===== config.mk =====
export PLATFORM = sky130hd
export DESIGN_NAME = dmcc_pick
export DESIGN_NICKNAME = d
export VERILOG_FILES = /design/src/sv/dmcc_pkg.sv /design/src/sv/dmcc_pick.sv
export SDC_FILE = /design/constraint.sdc
export NUM_CORES = 2
export LEC_CHECK = 0
export BUFFER_PORTS_ARGS = -buffer_cell sky130_fd_sc_hd__buf_2
export CELL_PAD_IN_SITES_DETAIL_PLACEMENT = 0
export CELL_PAD_IN_SITES_GLOBAL_PLACEMENT = 2
export CORE_MARGIN = 10
export CORE_UTILIZATION = 38
export DETAILED_ROUTE_END_ITERATION = 6
export GPL_TIMING_DRIVEN = 0
export MAX_ROUTING_LAYER = met4
export PLACE_DENSITY_LB_ADDON = 0.3
export SLEW_MARGIN = 10
export SYNTH_ARGS = -nofsm -noshare
export SYNTH_HDL_FRONTEND = slang
export SYNTH_SLANG_ARGS = --single-unit

===== constraint.sdc =====
create_clock -name clk_i -period 7.9 [get_ports clk_i]
set_clock_uncertainty 0.1 [all_clocks]
set_input_delay 0 -clock clk_i [delete_from_list [all_inputs] [get_ports clk_i]]
set_output_delay 0 -clock clk_i [all_outputs]
set_load 0.03 [all_outputs]

===== src/sv/dmcc_pkg.sv =====
package dmcc_pkg;

  localparam int FracBitsDef = 16;
  // Wide enough for 4*(p_i + p_j) and 3*den with exp2 values up to 2^58
  localparam int NW  = 66;
  localparam int XW  = 59;
  localparam int PCW = 24;

  localparam logic [XW-1:0] ExpCap = {XW{1'b1}} >> 1;

  typedef enum logic [1:0] {
    MT_COUNTS    = 2'd0,
    MT_PROB      = 2'd1,
    MT_LOG2ODDS  = 2'd2,
    MT_INFO      = 2'd3
  } matrix_e;

  typedef enum logic [1:0] {
    CFG_MATRIX_TYPE = 2'd0,
    CFG_RNA_MODE    = 2'd1,
    CFG_PSEUDOCOUNT = 2'd2,
    CFG_UNUSED      = 2'd3
  } cfg_idx_e;

  typedef enum logic [3:0] {
    LTR_A = 4'd0,  LTR_C = 4'd1,  LTR_G = 4'd2,  LTR_T = 4'd3,
    LTR_U = 4'd4,  LTR_M = 4'd5,  LTR_R = 4'd6,  LTR_W = 4'd7,
    LTR_S = 4'd8,  LTR_Y = 4'd9,  LTR_K = 4'd10, LTR_H = 4'd11,
    LTR_B = 4'd12, LTR_V = 4'd13, LTR_D = 4'd14, LTR_N = 4'd15
  } letter_e;

  typedef struct packed {
    logic                 zero;
    logic [3:0][NW-1:0]   num;
    logic [NW-1:0]        den;
  } frac_t;

  function automatic logic [63:0] isqrt64(input logic [63:0] x);
    logic [63:0] r;
    logic [63:0] b;
    logic [63:0] rem;
    r   = '0;
    b   = 64'h4000_0000_0000_0000;
    rem = x;
    for (int i = 0; i < 32; i++) begin
      if (rem >= r + b) begin
        rem = rem - (r + b);
        r   = (r >> 1) + b;
      end else begin
        r = r >> 1;
      end
      b = b >> 2;
    end
    return r;
  endfunction

  // Root factor for fraction bit of weight 2^-j, 30 fraction bits
  function automatic logic [63:0] exp_root(input int j);
    logic [63:0] r;
    r = 64'h8000_0000;
    for (int k = 1; k <= j; k++) begin
      r = isqrt64(r << 30);
    end
    return r;
  endfunction

endpackage


===== src/sv/dmcc_pick.sv =====
module dmcc_pick (
  input  logic              clk_i,
  input  logic              en_i,
  input  logic              rna_mode_i,
  input  dmcc_pkg::frac_t   frac_i,
  output logic [3:0]        letter_o
);
  import dmcc_pkg::*;

  logic signed [NW-1:0] p [4];
  logic signed [NW-1:0] d;
  logic signed [NW-1:0] d3;
  logic [3:0]           gh;
  logic [3:0]           lq;
  logic [3:0]           gq;
  logic [5:0]           pr;
  letter_e              letter_d;

  always_comb begin
    for (int i = 0; i < 4; i++) begin
      p[i]  = $signed(frac_i.num[i]);
    end
    d  = $signed(frac_i.den);
    d3 = (d <<< 1) + d;
    for (int i = 0; i < 4; i++) begin
      gh[i] = (p[i] <<< 1) > d;
      lq[i] = (p[i] <<< 2) <= d;
      gq[i] = (p[i] <<< 2) > d;
    end
    pr[0] = ((p[0] + p[1]) <<< 2) > d3;
    pr[1] = ((p[0] + p[2]) <<< 2) > d3;
    pr[2] = ((p[0] + p[3]) <<< 2) > d3;
    pr[3] = ((p[1] + p[2]) <<< 2) > d3;
    pr[4] = ((p[1] + p[3]) <<< 2) > d3;
    pr[5] = ((p[2] + p[3]) <<< 2) > d3;

    priority if (frac_i.zero)                   letter_d = LTR_N;
    else if (gh[0] && lq[1] && lq[2] && lq[3])  letter_d = LTR_A;
    else if (gh[1] && lq[0] && lq[2] && lq[3])  letter_d = LTR_C;
    else if (gh[2] && lq[0] && lq[1] && lq[3])  letter_d = LTR_G;
    else if (gh[3] && lq[0] && lq[1] && lq[2])  letter_d = rna_mode_i ? LTR_U : LTR_T;
    else if (pr[0])                             letter_d = LTR_M;
    else if (pr[1])                             letter_d = LTR_R;
    else if (pr[2])                             letter_d = LTR_W;
    else if (pr[3])                             letter_d = LTR_S;
    else if (pr[4])                             letter_d = LTR_Y;
    else if (pr[5])                             letter_d = LTR_K;
    else if (gq[0] && gq[1] && gq[3])           letter_d = LTR_H;
    else if (gq[1] && gq[2] && gq[3])           letter_d = LTR_B;
    else if (gq[0] && gq[1] && gq[2])           letter_d = LTR_V;
    else if (gq[0] && gq[2] && gq[3])           letter_d = LTR_D;
    else                                        letter_d = LTR_N;
  end

  always_ff @(posedge clk_i) begin
    if (en_i) letter_o <= letter_d;
  end

endmodule


==> results.sh <==
export IMPL_seqPwrFrac_pct=0.6
export IMPL_wl_per_cell_um=26.8
export IMPL_netlist_area_mm2=0.0415
export IMPL_stdcell_count=7140
export IMPL_fp_row_count=121
export IMPL_post_place_ws_ns=-2.74
export IMPL_setup_tns_ns=0
export IMPL_area_growth_pct=10.9
export IMPL_fmax_mhz=129
export IMPL_status="finished clean"
export IMPL_yosysSeqAreaShare_pct=0.289
export IMPL_cts_buffers=3
export IMPL_max_cap_violations=0
export IMPL_drcViolationCount=0
export IMPL_die_h_um=351
export IMPL_p_switching_uw=3260
export IMPL_finalWeightedCongestion=0.966
export IMPL_largestRegisters="letter_o (4)"
export IMPL_leakagePower_uw=0.0239
export IMPL_grt_util_all_layers_pct=30.5
export IMPL_internal_power_uw=2240
export IMPL_cp_common_cell="a21oi_1"
export IMPL_ir_drop_mv=0.0558
export IMPL_hold_violations=0
export IMPL_fin_ws_ns=0.128
export IMPL_max_slew_margin_pct=5.16
export IMPL_synthFlopType="edfxtp_1"
export IMPL_hp_class="in2reg"
export IMPL_vias=44026
export IMPL_numClockSinks=4
export IMPL_largest_register="letter_o"
export IMPL_antenna_found_initial=18
export IMPL_finalSetupViolations=0
export IMPL_largest_register_ffs=4
export IMPL_die_w_um=351
export IMPL_pwr_share_clk_pct=1.4
export IMPL_startpoint_type="input pin"
export IMPL_synth_edf_count=4
export IMPL_syn_nets=7017
export IMPL_timing_final_crit_share_pct=98.4
export IMPL_drt_pre_antenna_iters=6
export IMPL_endpoint_kind="flip-flop"
export IMPL_async_flop_share_pct=0
export IMPL_synth_cell_types=85
export IMPL_gr_total_overflow=0
export IMPL_swShare_pct=59.2
export IMPL_path_class="in2reg"
export IMPL_cpLargestDelayFamily="compound AO/OA/AOI/OAI gates"
export IMPL_grt_max_degree=11
export IMPL_avgSynthCellArea_um2=7.76
export IMPL_initial_utilization_pct=38.2
export IMPL_ant_nets=0
export IMPL_layout_drive_gt1_share_pct=9.03
export IMPL_cts_tree="done"
export IMPL_port_buffers=332
export IMPL_boundaryPins=338
export IMPL_max_stage_delay_ns=0.51
export IMPL_cts_max_level=1
export IMPL_root_buffer="clkbuf_16"
export IMPL_drt_vias_per_instance=6.17
export IMPL_grt_pass1_wl_um=276000
export IMPL_critPathMaxFanout=7
export IMPL_fin_nets=7387
export IMPL_dpl_hpwl_um=167000
export IMPL_clkSlewWorstSetupHoldPaths_ns=0.03
export IMPL_yosysWarnings=0
export IMPL_cp_required_ns=7.72
export IMPL_period_needed_ns=7.77
export IMPL_rsz0062_at_grt="false"
export IMPL_crit_buf_inv=3
export IMPL_arrival_ns=7.59
export IMPL_dieArea_mm2=0.123
export IMPL_drv_slew=0
export IMPL_clk_path_buf_depth=2
export IMPL_p_per_area_mw_per_mm2=119
export IMPL_dp_cells=7106
export IMPL_ys_seq_elements=4
export IMPL_final_util_pct=42.3
export IMPL_first_global_vias=41187
export IMPL_fp_coreArea_mm2=0.109
export IMPL_worstMarginPinSlew_ns=1.42
export IMPL_synthCells=5349
export IMPL_slowest_stage="a221o_1"
export IMPL_comb_power_share_pct=98.0
export IMPL_drtIter0Drc=3752
export IMPL_wirelength_um=192000
## metrics by stage
| stage | hold slack (ns) | instance area, um2 | total power (uW) |
|---|---|---|---|
| floorplan | 0.0125 | 41500 | 3550 |
| global placement | 0.156 | 44900 | 5100 |
| detailed placement | 0.167 | 45100 | 5130 |
| CTS | 0.0979 | 45600 | 5340 |
| global route | 0.112 | 46000 | 6070 |
| finish | 0.105 | 46000 | 5500 |
## synthesized netlist by cell type (13+ instances only)
cell type  instances  area share, %
a31oi_1           45           0.68
o21ai_1           36           0.43
and2_1            24           0.36
o31ai_1           23           0.42
a21o_1           561             10
nor2b_1           97            1.5
a211oi_1          52           0.94
and4_1            23           0.49
o211ai_1          28           0.51
ha_1            1327             40
a2111oi_0         13           0.27
a221o_1           18           0.43
a211o_1           20           0.42
o21a_1            65            1.2
or3_1             26           0.39
nor2_1           268            2.4
xnor2_1          292            6.2
a221oi_1          26           0.55
nand4_1          224            3.4
or4_1             13           0.24
o21ai_0          281            3.4
a21oi_1          605            7.3
a21boi_0          16           0.29
nand3_1          105            1.3
inv_1            218            2.0
or2_2             25           0.38
nor4_1            35           0.53
and3_1            60           0.90
nor3_1            77           0.93
xor2_1           125            2.6
nand2b_1          98            1.5
o21bai_1          64            1.2
nand2_1          259            2.3
## repair_timing
action | CTS | global route
setup endpoints to repair | 4 | 4
buffers inserted | 10 | 11
gates resized for setup | 71 | 49
hold buffers | 1 | 0
pin swaps | 15 | 10
hold endpoints to repair | 4 | 0
## logic make-up after synthesis
| kind of cell | count (synthesis) | share of synthesized area (%) |
|---|---|---|
| xor+xnor | 418 | 8.85 |
| compound gates | 1990 | 31.1 |
| fa+ha+maj | 1338 | 40.4 |
| buf+inv | 233 | 2.11 |
| simple gates | 1361 | 17.1 |
| mux | 5 | 0.127 |
| flops | 4 | 0.289 |
## cell type report
type                            instances  area, um2
Antenna cell                            9       22.5
Buffer                                 12       48.8
Clock buffer                            3       75.1
Fill cell                           11278      62700
Inverter                              221        837
Multi-Input combinational cell       5112      41200
Sequential cell                         4        120
Tap cell                             1414       1770
Timing Repair Buffer                  365       1910
## worst paths after layout
check | start | cells past startpoint | end | slack (ns)
max | frac_i[67] | 32 | letter_o[0]$_SDFFCE_PP1P_ | 0.13
min | frac_i[330] | 3 | letter_o[1]$_SDFFCE_PP1P_ | 0.11
## power groups by stage
| stage | clock network, uW | registers [uW] | logic, uW |
|---|---|---|---|
| finish | 77.7 | 31.9 | 5390 |
| global route | 81.3 | 32.3 | 5960 |
| CTS | 79.0 | 32.0 | 5230 |
| detailed placement | 0 | 32.3 | 5100 |
| global placement | 0 | 32.1 | 5060 |
| floorplan | 0 | 43.1 | 3500 |
## placed cells by master, fill, tap and decap left out, types with 28 or more instances in the layout
cell type and n:
a211oi_1 48, a21o_1 561, a21oi_1 599, a31oi_1 39, and3_1 60, buf_2 340, ha_1 1324, inv_1 216
nand2_1 259, nand2b_1 98, nand3_1 105, nand4_1 224, nor2_1 268, nor2b_1 97, nor3_1 75, o211ai_1 28
o21a_1 64, o21ai_0 274, o21ai_1 33, o21bai_1 62, xnor2_1 284, xor2_1 118
## routing by layer
| layer | vias up | part of all wire, % | global-route usage (%) |
|---|---|---|---|
| li1 | 21559 | - | - |
| met4 | 0 | 3.5 | 8.64 |
| met5 | - | 0 | - |
| met3 | 236 | 6.1 | 2.31 |
| met1 | 20767 | 47 | 42.0 |
| met2 | 1464 | 43 | 47.4 |
## tightest hold or removal path, stage by stage
cell	delay, ns
buf_2	0.11
a21oi_1	0.06
o31ai_2	0.12
No activity file was read; power rests on OpenSTA's default activity.
