`config.mk`:
```
export PLATFORM = sky130hd
export DESIGN_NAME = dmcc_norm
export DESIGN_NICKNAME = d
export VERILOG_FILES = /design/src/sv/dmcc_pkg.sv /design/src/sv/dmcc_norm.sv
export SDC_FILE = /design/constraint.sdc
export NUM_CORES = 1
export LEC_CHECK = 0
export CORE_AREA = 2 2 331 333
export CTS_CLUSTER_SIZE = 16
export DETAILED_ROUTE_END_ITERATION = 16
export DIE_AREA = 0 0 333 335
export DONT_BUFFER_PORTS = 1
export GPL_ROUTABILITY_DRIVEN = 0
export PLACE_DENSITY_LB_ADDON = 0.05
export SYNTH_ARGS = -nofsm -noshare
export SYNTH_HDL_FRONTEND = slang
export SYNTH_SLANG_ARGS = --single-unit
```
`constraint.sdc`:
```
create_clock -name clk_i -period 9.5 [get_ports clk_i]
set_input_delay 1.425 -clock clk_i [delete_from_list [all_inputs] [get_ports clk_i]]
set_output_delay 1.425 -clock clk_i [all_outputs]
set_load 0.03 [all_outputs]
```
`src/sv/dmcc_pkg.sv`:
```
package dmcc_pkg;

  localparam int FracBitsDef = 16;
  // Wide enough for 4*(p_i + p_j) and 3*den with exp2 values up to 2^58
  localparam int NW  = 66;
  localparam int XW  = 59;
  localparam int PCW = 24;

  localparam logic [XW-1:0] ExpCap = {XW{1'b1}} >> 1;

  typedef enum logic [1:0] {
    MT_COUNTS    = 2'd0,
    MT_PROB      = 2'd1,
    MT_LOG2ODDS  = 2'd2,
    MT_INFO      = 2'd3
  } matrix_e;

  typedef enum logic [1:0] {
    CFG_MATRIX_TYPE = 2'd0,
    CFG_RNA_MODE    = 2'd1,
    CFG_PSEUDOCOUNT = 2'd2,
    CFG_UNUSED      = 2'd3
  } cfg_idx_e;

  typedef enum logic [3:0] {
    LTR_A = 4'd0,  LTR_C = 4'd1,  LTR_G = 4'd2,  LTR_T = 4'd3,
    LTR_U = 4'd4,  LTR_M = 4'd5,  LTR_R = 4'd6,  LTR_W = 4'd7,
    LTR_S = 4'd8,  LTR_Y = 4'd9,  LTR_K = 4'd10, LTR_H = 4'd11,
    LTR_B = 4'd12, LTR_V = 4'd13, LTR_D = 4'd14, LTR_N = 4'd15
  } letter_e;

  typedef struct packed {
    logic                 zero;
    logic [3:0][NW-1:0]   num;
    logic [NW-1:0]        den;
  } frac_t;

  function automatic logic [63:0] isqrt64(input logic [63:0] x);
    logic [63:0] r;
    logic [63:0] b;
    logic [63:0] rem;
    r   = '0;
    b   = 64'h4000_0000_0000_0000;
    rem = x;
    for (int i = 0; i < 32; i++) begin
      if (rem >= r + b) begin
        rem = rem - (r + b);
        r   = (r >> 1) + b;
      end else begin
        r = r >> 1;
      end
      b = b >> 2;
    end
    return r;
  endfunction

  // Root factor for fraction bit of weight 2^-j, 30 fraction bits
  function automatic logic [63:0] exp_root(input int j);
    logic [63:0] r;
    r = 64'h8000_0000;
    for (int k = 1; k <= j; k++) begin
      r = isqrt64(r << 30);
    end
    return r;
  endfunction

endpackage

```
`src/sv/dmcc_norm.sv`:
```
module dmcc_norm #(
  parameter int FRAC_BITS = dmcc_pkg::FracBitsDef
) (
  input  logic                          clk_i,
  input  logic                          en_i,
  input  dmcc_pkg::matrix_e             matrix_type_i,
  input  logic [dmcc_pkg::PCW-1:0]      pseudocount_i,
  input  logic signed [31:0]            value_i [4],
  input  logic [dmcc_pkg::XW-1:0]       exp_i [4],
  input  logic [dmcc_pkg::XW+1:0]       exp_sum_i,
  input  logic signed [33:0]            sum_i,
  input  logic signed [34:0]            sum_pc_i,
  output dmcc_pkg::frac_t               frac_o
);
  import dmcc_pkg::*;

  localparam int HW = FRAC_BITS + 10;
  localparam logic signed [NW-1:0] One    = NW'(1) << FRAC_BITS;
  localparam logic [XW+1:0]        WinCap = (XW+2)'(8) << FRAC_BITS;
  localparam logic [HW-1:0]        Lo1    = HW'(99)  << FRAC_BITS;
  localparam logic [HW-1:0]        Hi1    = HW'(101) << FRAC_BITS;
  localparam logic [HW-1:0]        Lo4    = HW'(396) << FRAC_BITS;
  localparam logic [HW-1:0]        Hi4    = HW'(404) << FRAC_BITS;

  logic [HW-1:0]          hund;
  logic                   near1;
  logic                   near4;
  logic signed [NW-1:0]   num [4];
  logic signed [NW-1:0]   den;
  frac_t                  frac_d;

  assign hund  = HW'(exp_sum_i[FRAC_BITS+2:0]) * HW'(100);
  assign near1 = (exp_sum_i < WinCap) && (hund > Lo1) && (hund < Hi1);
  assign near4 = (exp_sum_i < WinCap) && (hund > Lo4) && (hund < Hi4);

  always_comb begin
    for (int i = 0; i < 4; i++) num[i] = NW'(value_i[i]);
    den = NW'(sum_i);
    unique case (matrix_type_i)
      MT_COUNTS: begin
        if (pseudocount_i != '0) begin
          for (int i = 0; i < 4; i++) begin
            num[i] = (NW'(value_i[i]) <<< 2) + $signed(NW'(pseudocount_i));
          end
          den = NW'(sum_pc_i) <<< 2;
        end
      end
      MT_PROB: den = One;
      MT_LOG2ODDS: begin
        for (int i = 0; i < 4; i++) num[i] = $signed(NW'(exp_i[i]));
        if (near1) begin
          den = One;
        end else if (near4) begin
          den = One <<< 2;
        end else begin
          den = $signed(NW'(exp_sum_i));
        end
      end
      MT_INFO: ;
      default: ;
    endcase

    frac_d.zero = (den == '0);
    // keep the quotient sign with a positive denominator
    if (den < 0) begin
      for (int i = 0; i < 4; i++) frac_d.num[i] = -num[i];
      frac_d.den = -den;
    end else begin
      for (int i = 0; i < 4; i++) frac_d.num[i] = num[i];
      frac_d.den = den;
    end
  end

  always_ff @(posedge clk_i) begin
    if (en_i) frac_o <= frac_d;
  end

endmodule

```
==> results of run 1 <==
-- cells by family (layout without fill, tap and decap cells) --
kind of cell    Yosys count  in the layout  share of synthesized area, %
other cells               1             12                       0.01289
simple gates            979            979                         17.10
fa+ha+maj               175            175                         7.993
mux                      33             33                         1.157
xor+xnor                222            222                         6.685
compound gates         1228           1228                         27.95
flops                   331            331                         34.18
buf+inv                 324            249                         4.921
-- final cells by class --
cell class | count | share of cell area (%)
Antenna cell | 8 | 0.06273
Clock buffer | 55 | 3.713
Timing Repair Buffer | 46 | 1.121
Multi-Input combinational cell | 2641 | 55.91
Sequential cell | 331 | 31.15
Inverter | 122 | 1.443
Tap cell | 1414 | 5.544
Clock inverter | 26 | 1.062
-- metrics by stage --
stage,setup WS (ps),total power [mW]
after floorplan,1883,3.337
after global placement,1298,3.769
after detailed placement,1100,3.773
after CTS,1766,5.632
after global routing,1341,5.853
final,1693,5.578
-- cell usage after synthesis (21+ instances only) --
library cell and count:
clkbuf_1 120, a222oi_1 23, o21ai_0 243, nand4_1 55, o21a_1 40, a211oi_1 29, and3_1 36, ha_1 157
xor2_1 85, o31ai_1 36, buf_2 41, nor2_1 223, a21o_1 48, a22oi_1 50, nand2b_1 21, nor3_1 58
or3_1 29, mux2i_1 28, o22ai_1 59, a31oi_1 67, o211ai_1 40, nand2_1 265, edfxtp_1 331, a22o_1 21
nor4_1 44, a21oi_1 334, and2_1 61, inv_1 121, nand3_1 73, xnor2_1 137
-- layer usage --
layer	share of wire, %	vias to the layer above	global-route usage [%]
met5	0.088	-	0
met4	2.9	20	7.230
met3	9.7	193	8.055
met2	47	1279	44.31
met1	40	13930	32.72
li1	-	12480	-
-- worst max-delay path: stages --
cell	delay, ps
ha_1	270
ha_1	270
inv_1	50
fa_1	500
inv_1	40
ha_1	400
a21oi_1	390
nor2_1	110
o41ai_2	450
a211oi_1	220
or4b_1	570
a21oi_1	270
a31oi_2	120
buf_4	260
o21a_1	270
a32o_1	330
inv_1	70
ha_1	230
and4_1	330
nor3b_1	420
nand2_1	100
a21oi_1	170
buf_4	250
nand4_1	130
nor2_1	150
ha_1	230
and2_1	130
-- power by group through the flow --
stage                     registers [mW]  clock network [mW]  logic [mW]
after floorplan                     2.29                   0        1.05
after global placement              2.39                   0        1.38
after detailed placement            2.38                   0        1.39
after CTS                           2.35                1.87        1.40
after global routing                2.36                1.93        1.57
final                               2.35                1.82        1.41
-- worst max path at each step --
stage | startpoint | cells after the start | slack, ps | to
6_report | exp_sum_i[6] | 27 | 1690 | frac_o[64]$_SDFFCE_PP0P_
5_1_grt | exp_sum_i[6] | 27 | 1340 | frac_o[64]$_SDFFCE_PP0P_
4_1_cts | exp_sum_i[6] | 27 | 1770 | frac_o[64]$_SDFFCE_PP0P_
3_5_place_dp | exp_sum_i[6] | 27 | 1100 | frac_o[64]$_SDFFCE_PP0P_
3_3_place_gp | exp_sum_i[6] | 27 | 1300 | frac_o[64]$_SDFFCE_PP0P_
2_1_floorplan | exp_sum_i[6] | 28 | 1880 | frac_o[64]$_SDFFCE_PP0P_
==> summary.md, run 1 <==
| Metric | Value |
|---|---|
| Antenna violations before repair | `21` |
| Detailed Place HPWL | `118.3 mm` |
| Crit. End Element | `register` |
| Reg with most FFs | `frac_o` |
| Largest net degree at the start of global routing | `332` |
| Buffers on Ports | `0` |
| Sequential power share | `a little over two fifths` |
| Total net switching power | `2.117 mW` |
| Dpl cell area | `30370 sq um` |
| Layout cell share with drive strength beyond 1 | `under 10%` |
| Final slew viol count | `0` |
| Sw Share | `37.95%` |
| Largest register FFs | `331` |
| I/O pin total | `853` |
| Max Fclk | `roughly 130 MHz` |
| Regs by FF count | `frac_o x331` |
| Die H | `between 300 and 400 um` |
| DRC violations left | `0` |
| Vias per cell | `6.008` |
| Leakage | `11.33 nW` |
| CTS root buffer | `clkbuf_16` |
| Post-route cell area | `~32000 sq um` |
| Most frequent cells in the layout | `a21oi_1 (334), edfxtp_1 (331), nand2_1 (265), o21ai_0 (241), nor2_1 (221)` |
| Full die area | `111600 sq um` |
| Multi-input gate area | `17840 sq um` |
| Max clock buf depth | `3` |
| Vias in the first global route | `27.15k` |
| P_int | `3.461 mW` |
| Initial Util | `26.91%` |
| Layout Cells excl Fill | `4643` |
| Drt wl/cell | `33.13 um` |
| Share of total power in the clock network | `32.6%` |
| TNS Setup | `0 ps` |
| Routed wire length | `153.8 mm` |
| Global-route wire length before repair | `213.7 mm` |
| Synth Area per Inst | `8.832 sq um` |
| Post-synthesis instance total | `3293` |
| Fin crit period | `7807 ps` |
| Commonest non-fill, non-tap cell in the layout | `a21oi_1` |
| Critical Path Start Type | `input pin` |
| Die X | `333 um` |
| Hold_sp | `en_i` |
| Routed Antenna Nets | `0` |
| CP Class | `input pin to register` |
| Asr flop ratio synth | `0%` |
| Final nets | `between 3k and 4k` |
| Clock sinks | `331` |
| Row count | `around 120` |
| TritonCTS buffer count | `46` |
| Most used flip-flop cell after synthesis | `edfxtp_1` |
| Req. time, crit path | `9880 ps` |
| Synth top area share | `34.18%` |
| Combinational share of power | `25.3%` |
| Register area share after synthesis | `34.18%` |
| Area contributors post-synth | `edfxtp_1 (34%), ha_1 (6.8%), a21oi_1 (5.7%)` |
| Hold Path End | `frac_o[284]$_DFFE_PP_` |
| Worst vdd ir | `124.6 uV` |
| Max_cap viols | `1` |
| Cell depth of the worst hold path | `0` |
| Failing checks | `capacitance limit` |
| Initial drt markers | `2403` |
| Slew @ Worst Pin | `1451 ps` |
| EDFF count, synth | `331` |
| Final Util | `29.52%` |
| Hold_buf cts | `0` |
| Area leader, netlist | `edfxtp_1` |
| Fill cells | `~12k` |
| Vias post-DR | `27.89k` |
| Hold Violations, Final | `0` |
| Max-slew headroom | `1.729%` |
| Cell variety after synth | `119` |
| CTS tree | `built` |
| GR Overflow Total | `0` |
| Core box area | `108100 sq um` |
| PostCTS Resize Cnt | `0` |
| RSZ-0062 raised after global routing | `false` |
| Synth Register Bits | `331` |
| Status | `finished, violations left` |
| Total GRT Usage | `26.43%` |
| Worst Hold Class | `input pin to register` |
| Critical path arrival | `8190 ps` |
| Reg area | `approximately 9900 sq um` |
| Cells after DPL | `4554` |
| Clk slew on worst S/H paths | `60 ps` |
| Cell area after synthesis | `about 29000 sq um` |
| PwrDens | `174.8 nW/um^2` |
| Hold Worst Slack | `roughly 940 ps` |
| H-tree Lvls | `2` |
| Synth warn | `0` |
| Worst-path fanout max | `37` |
| Number of setup buffers added after CTS | `0` |
| Final setup viols | `0` |
| Final period util | `82.18%` |
| First-pass DRT Iterations | `7` |
| Synthesis-to-layout area growth | `9.727%` |
Note: power is estimated with default switching activity, not from simulation.
==> run 2, diff against run 1 <==
--- a/config.mk
+++ b/config.mk
@@ -5,10 +5,11 @@
 export SDC_FILE = /design/constraint.sdc
 export NUM_CORES = 1
 export LEC_CHECK = 0
-export CORE_AREA = 2 2 331 333
+export ABC_AREA = 1
+export CORE_AREA = 2 2 329 331
 export CTS_CLUSTER_SIZE = 16
 export DETAILED_ROUTE_END_ITERATION = 16
-export DIE_AREA = 0 0 333 335
+export DIE_AREA = 0 0 331 333
 export DONT_BUFFER_PORTS = 1
 export GPL_ROUTABILITY_DRIVEN = 0
 export PLACE_DENSITY_LB_ADDON = 0.05
==> constraint.sdc (replaced) <==
create_clock -name clk_i -period 7.1 [get_ports clk_i]
set_input_delay 1.065 -clock clk_i [delete_from_list [all_inputs] [get_ports clk_i]]
set_output_delay 1.065 -clock clk_i [all_outputs]
set_load 0.03 [all_outputs]
==> run 2 against run 1 <==
  * Synthesized cell count increased by 33%
  * Critical path type unchanged
  * Global-route usage increased by 0.73 points
  * Largest power group unchanged
  * The run ends with slew limit left
  * Highest routed layer unchanged
  * Via count increased by 5.6%
==> summary.md, run 2 <==
| Metric | Value |
|---|---|
| Largest net degree at the start of global routing | `332` |
| Post-route cell area | `33310 sq um` |
| Final nets | `around 5k` |
| Max Fclk | `approximately 180 MHz` |
| Slew @ Worst Pin | `about 1600 ps` |
| Top cells by count, synth | `nand2_1 (1230), inv_1 (579), nor2_1 (469), a21oi_1 (368), edfxtp_1 (331)` |
| Routed wire length | `155.1 mm` |
| Die H | `333 um` |
| EDFF count, synth | `331` |
| Routed Antenna Nets | `0` |
| Synth Area per Inst | `6.970 sq um` |
| P_int | `roughly 4.5 mW` |
| Fill cells | `between 10k and 15k` |
| Clock sinks | `331` |
| TNS Setup | `0 ps` |
| Combinational share of power | `27.0%` |
| TritonCTS buffer count | `between 40 and 50` |
| Top-count cell post-synth | `nand2_1` |
| Number of setup buffers added after CTS | `0` |
| PostCTS Resize Cnt | `0` |
| Asr flop ratio synth | `0%` |
| CP peak stage delay | `500 ps` |
| Max-slew headroom | `-9.376%` |
| Fin crit period | `5612 ps` |
| First-pass DRT Iterations | `8` |
| Status | `finished, violations left` |
| Area contributors post-synth | `edfxtp_1 (33%), nand2_1 (15%), inv_1 (7.1%)` |
| Req. time, crit path | `about 7400 ps` |
| Register area share after synthesis | `32.62%` |
| Sw Share | `40.52%` |
| Initial drt markers | `2090` |
| Layout cell share with drive strength beyond 1 | `6.354%` |
| Worst Hold Class | `input pin to register` |
| Hold_buf cts | `0` |
| CTS root buffer | `clkbuf_16` |
| Regs by FF count | `frac_o x331` |
| Final period util | `79.04%` |
| Vias in the first global route | `28.63k` |
| Vias post-DR | `roughly 30k` |
| Most frequent cells in the layout | `nand2_1 (1229), inv_1 (579), nor2_1 (467), a21oi_1 (368), edfxtp_1 (331)` |
| Critical Path Start Type | `input pin` |
| Sequential power share | `41.4%` |
| Initial Util | `28.58%` |
| Area leader, netlist | `edfxtp_1` |
| DRC violations left | `0` |
| Full die area | `110200 sq um` |
| Max clock buf depth | `3` |
| Synth top area share | `32.62%` |
| Hold_sp | `en_i` |
| Clk slew on worst S/H paths | `approximately 60 ps` |
| RSZ-0062 raised after global routing | `false` |
| Total GRT Usage | `27.16%` |
| Hold Violations, Final | `0` |
| Synth Register Bits | `331` |
| Most used flip-flop cell after synthesis | `edfxtp_1` |
| Slowest CP cell | `fa_1` |
| Vias per cell | `between 5 and 6` |
| Cell variety after synth | `61` |
| Drt wl/cell | `26.95 um` |
| Final Util | `31.25%` |
| Final slew viol count | `84` |
| Global-route wire length before repair | `215.6 mm` |
| Worst vdd ir | `152.5 uV` |
| Crit. Startpoint | `exp_sum_i[9]` |
| Antenna violations before repair | `26` |
| Layout Cells excl Fill | `5756` |
| Reg with most FFs | `frac_o` |
| Share of total power in the clock network | `a little under a third` |
| Synth warn | `0` |
| I/O pin total | `853` |
| Synthesis-to-layout area growth | `9.335%` |
| Buffers on Ports | `0` |
| Dpl cell area | `31800 sq um` |
| CP Class | `input pin to register` |
| Failing checks | `slew limit` |
| CTS tree | `built` |
| Total net switching power | `around 3 mW` |
| Worst-path fanout max | `21` |
| Final setup viols | `0` |
| Largest register FFs | `331` |
| Max_cap viols | `0` |
| Cells after DPL | `5667` |
| Commonest non-fill, non-tap cell in the layout | `nand2_1` |
| GR Overflow Total | `0` |
| Die X | `331 um` |
| H-tree Lvls | `2` |
| Leakage | `15.35 nW` |
| Cell mode on critical path | `nor2_1` |
| Post-synthesis instance total | `4371` |
| Row count | `120` |
| Core box area | `106600 sq um` |
| Critical path arrival | `5960 ps` |
| PwrDens | `227.7 nW/um^2` |
| Crit. End Element | `register` |
| Cell area after synthesis | `30470 sq um` |
| Detailed Place HPWL | `125.4 mm` |
| Total power | `7.586 mW` |
==> run 2: worst paths after layout <==
check | endpoint | slack (ps) | cells past startpoint
worst max-delay path | frac_o[64]$_SDFFCE_PP0P_ | 1490 | 31
worst min-delay path | frac_o[204]$_DFFE_PP_ | 620 | 0
==> run 2: through the flow <==
step	setup WS [ps]	hold slack [ps]
3_5_place_dp	811.6	1224
2_1_floorplan	1785	1178
5_1_grt	908.9	551.4
6_report	1488	619.8
4_1_cts	1459	523.9
3_3_place_gp	897.6	1223
==> run 2: power groups by stage <==
stage | Sequential, mW | Clock, mW | Combinational, mW
floorplan | 3.05 | 0 | 1.51
global placement | 3.19 | 0 | 2.04
detailed placement | 3.18 | 0 | 2.04
CTS | 3.15 | 2.47 | 2.05
global route | 3.16 | 2.54 | 2.32
finish | 3.14 | 2.40 | 2.05
==> run 2: layout make-up <==
class	instances	area, sq um	share of cell area [%]
tap	1403	1755	5.270
antenna	9	22.52	0.06761
sequential	331	9940	29.84
inverter	594	2242	6.731
timing repair buffer	30	262.8	0.7888
multi-input combinational	3309	17600	52.82
clock buffer	48	1116	3.350
clock inverter	32	376.6	1.131
==> run 2: worst max-delay path, delay by kind of cell <==
family	cells	cell delay, ps
AO/OA/AOI/OAI	1	190
adder cells (fa/ha/maj)	6	1940
buffers and inverters	5	340
AND/OR/NAND/NOR	19	2410
==> run 2: layer usage <==
metal  track usage, %  wire length [um]  vias to the layer above  part of all wire (%)
met1            31.83             60890                    13820                    39
met5                0               182                        -                  0.12
met4            7.638              4926                       28                   3.2
li1                 -                 -                    14310                     -
met2            46.52             74210                     1117                    48
met3            9.429             14940                      192                   9.6
==> run 2: cell families (layout without fill, tap and decap cells) <==
| family | count (synthesis) | count (layout) | synth area share, % |
|---|---|---|---|
| AND/OR/NAND/NOR | 2247 | 2247 | 31.52 |
| adder cells (fa/ha/maj) | 175 | 175 | 7.630 |
| buffers and inverters | 734 | 704 | 9.729 |
| AO/OA/AOI/OAI | 742 | 742 | 14.44 |
| flip-flops | 331 | 331 | 32.62 |
| other | 1 | 13 | 0.01231 |
| XOR/XNOR | 141 | 141 | 4.053 |
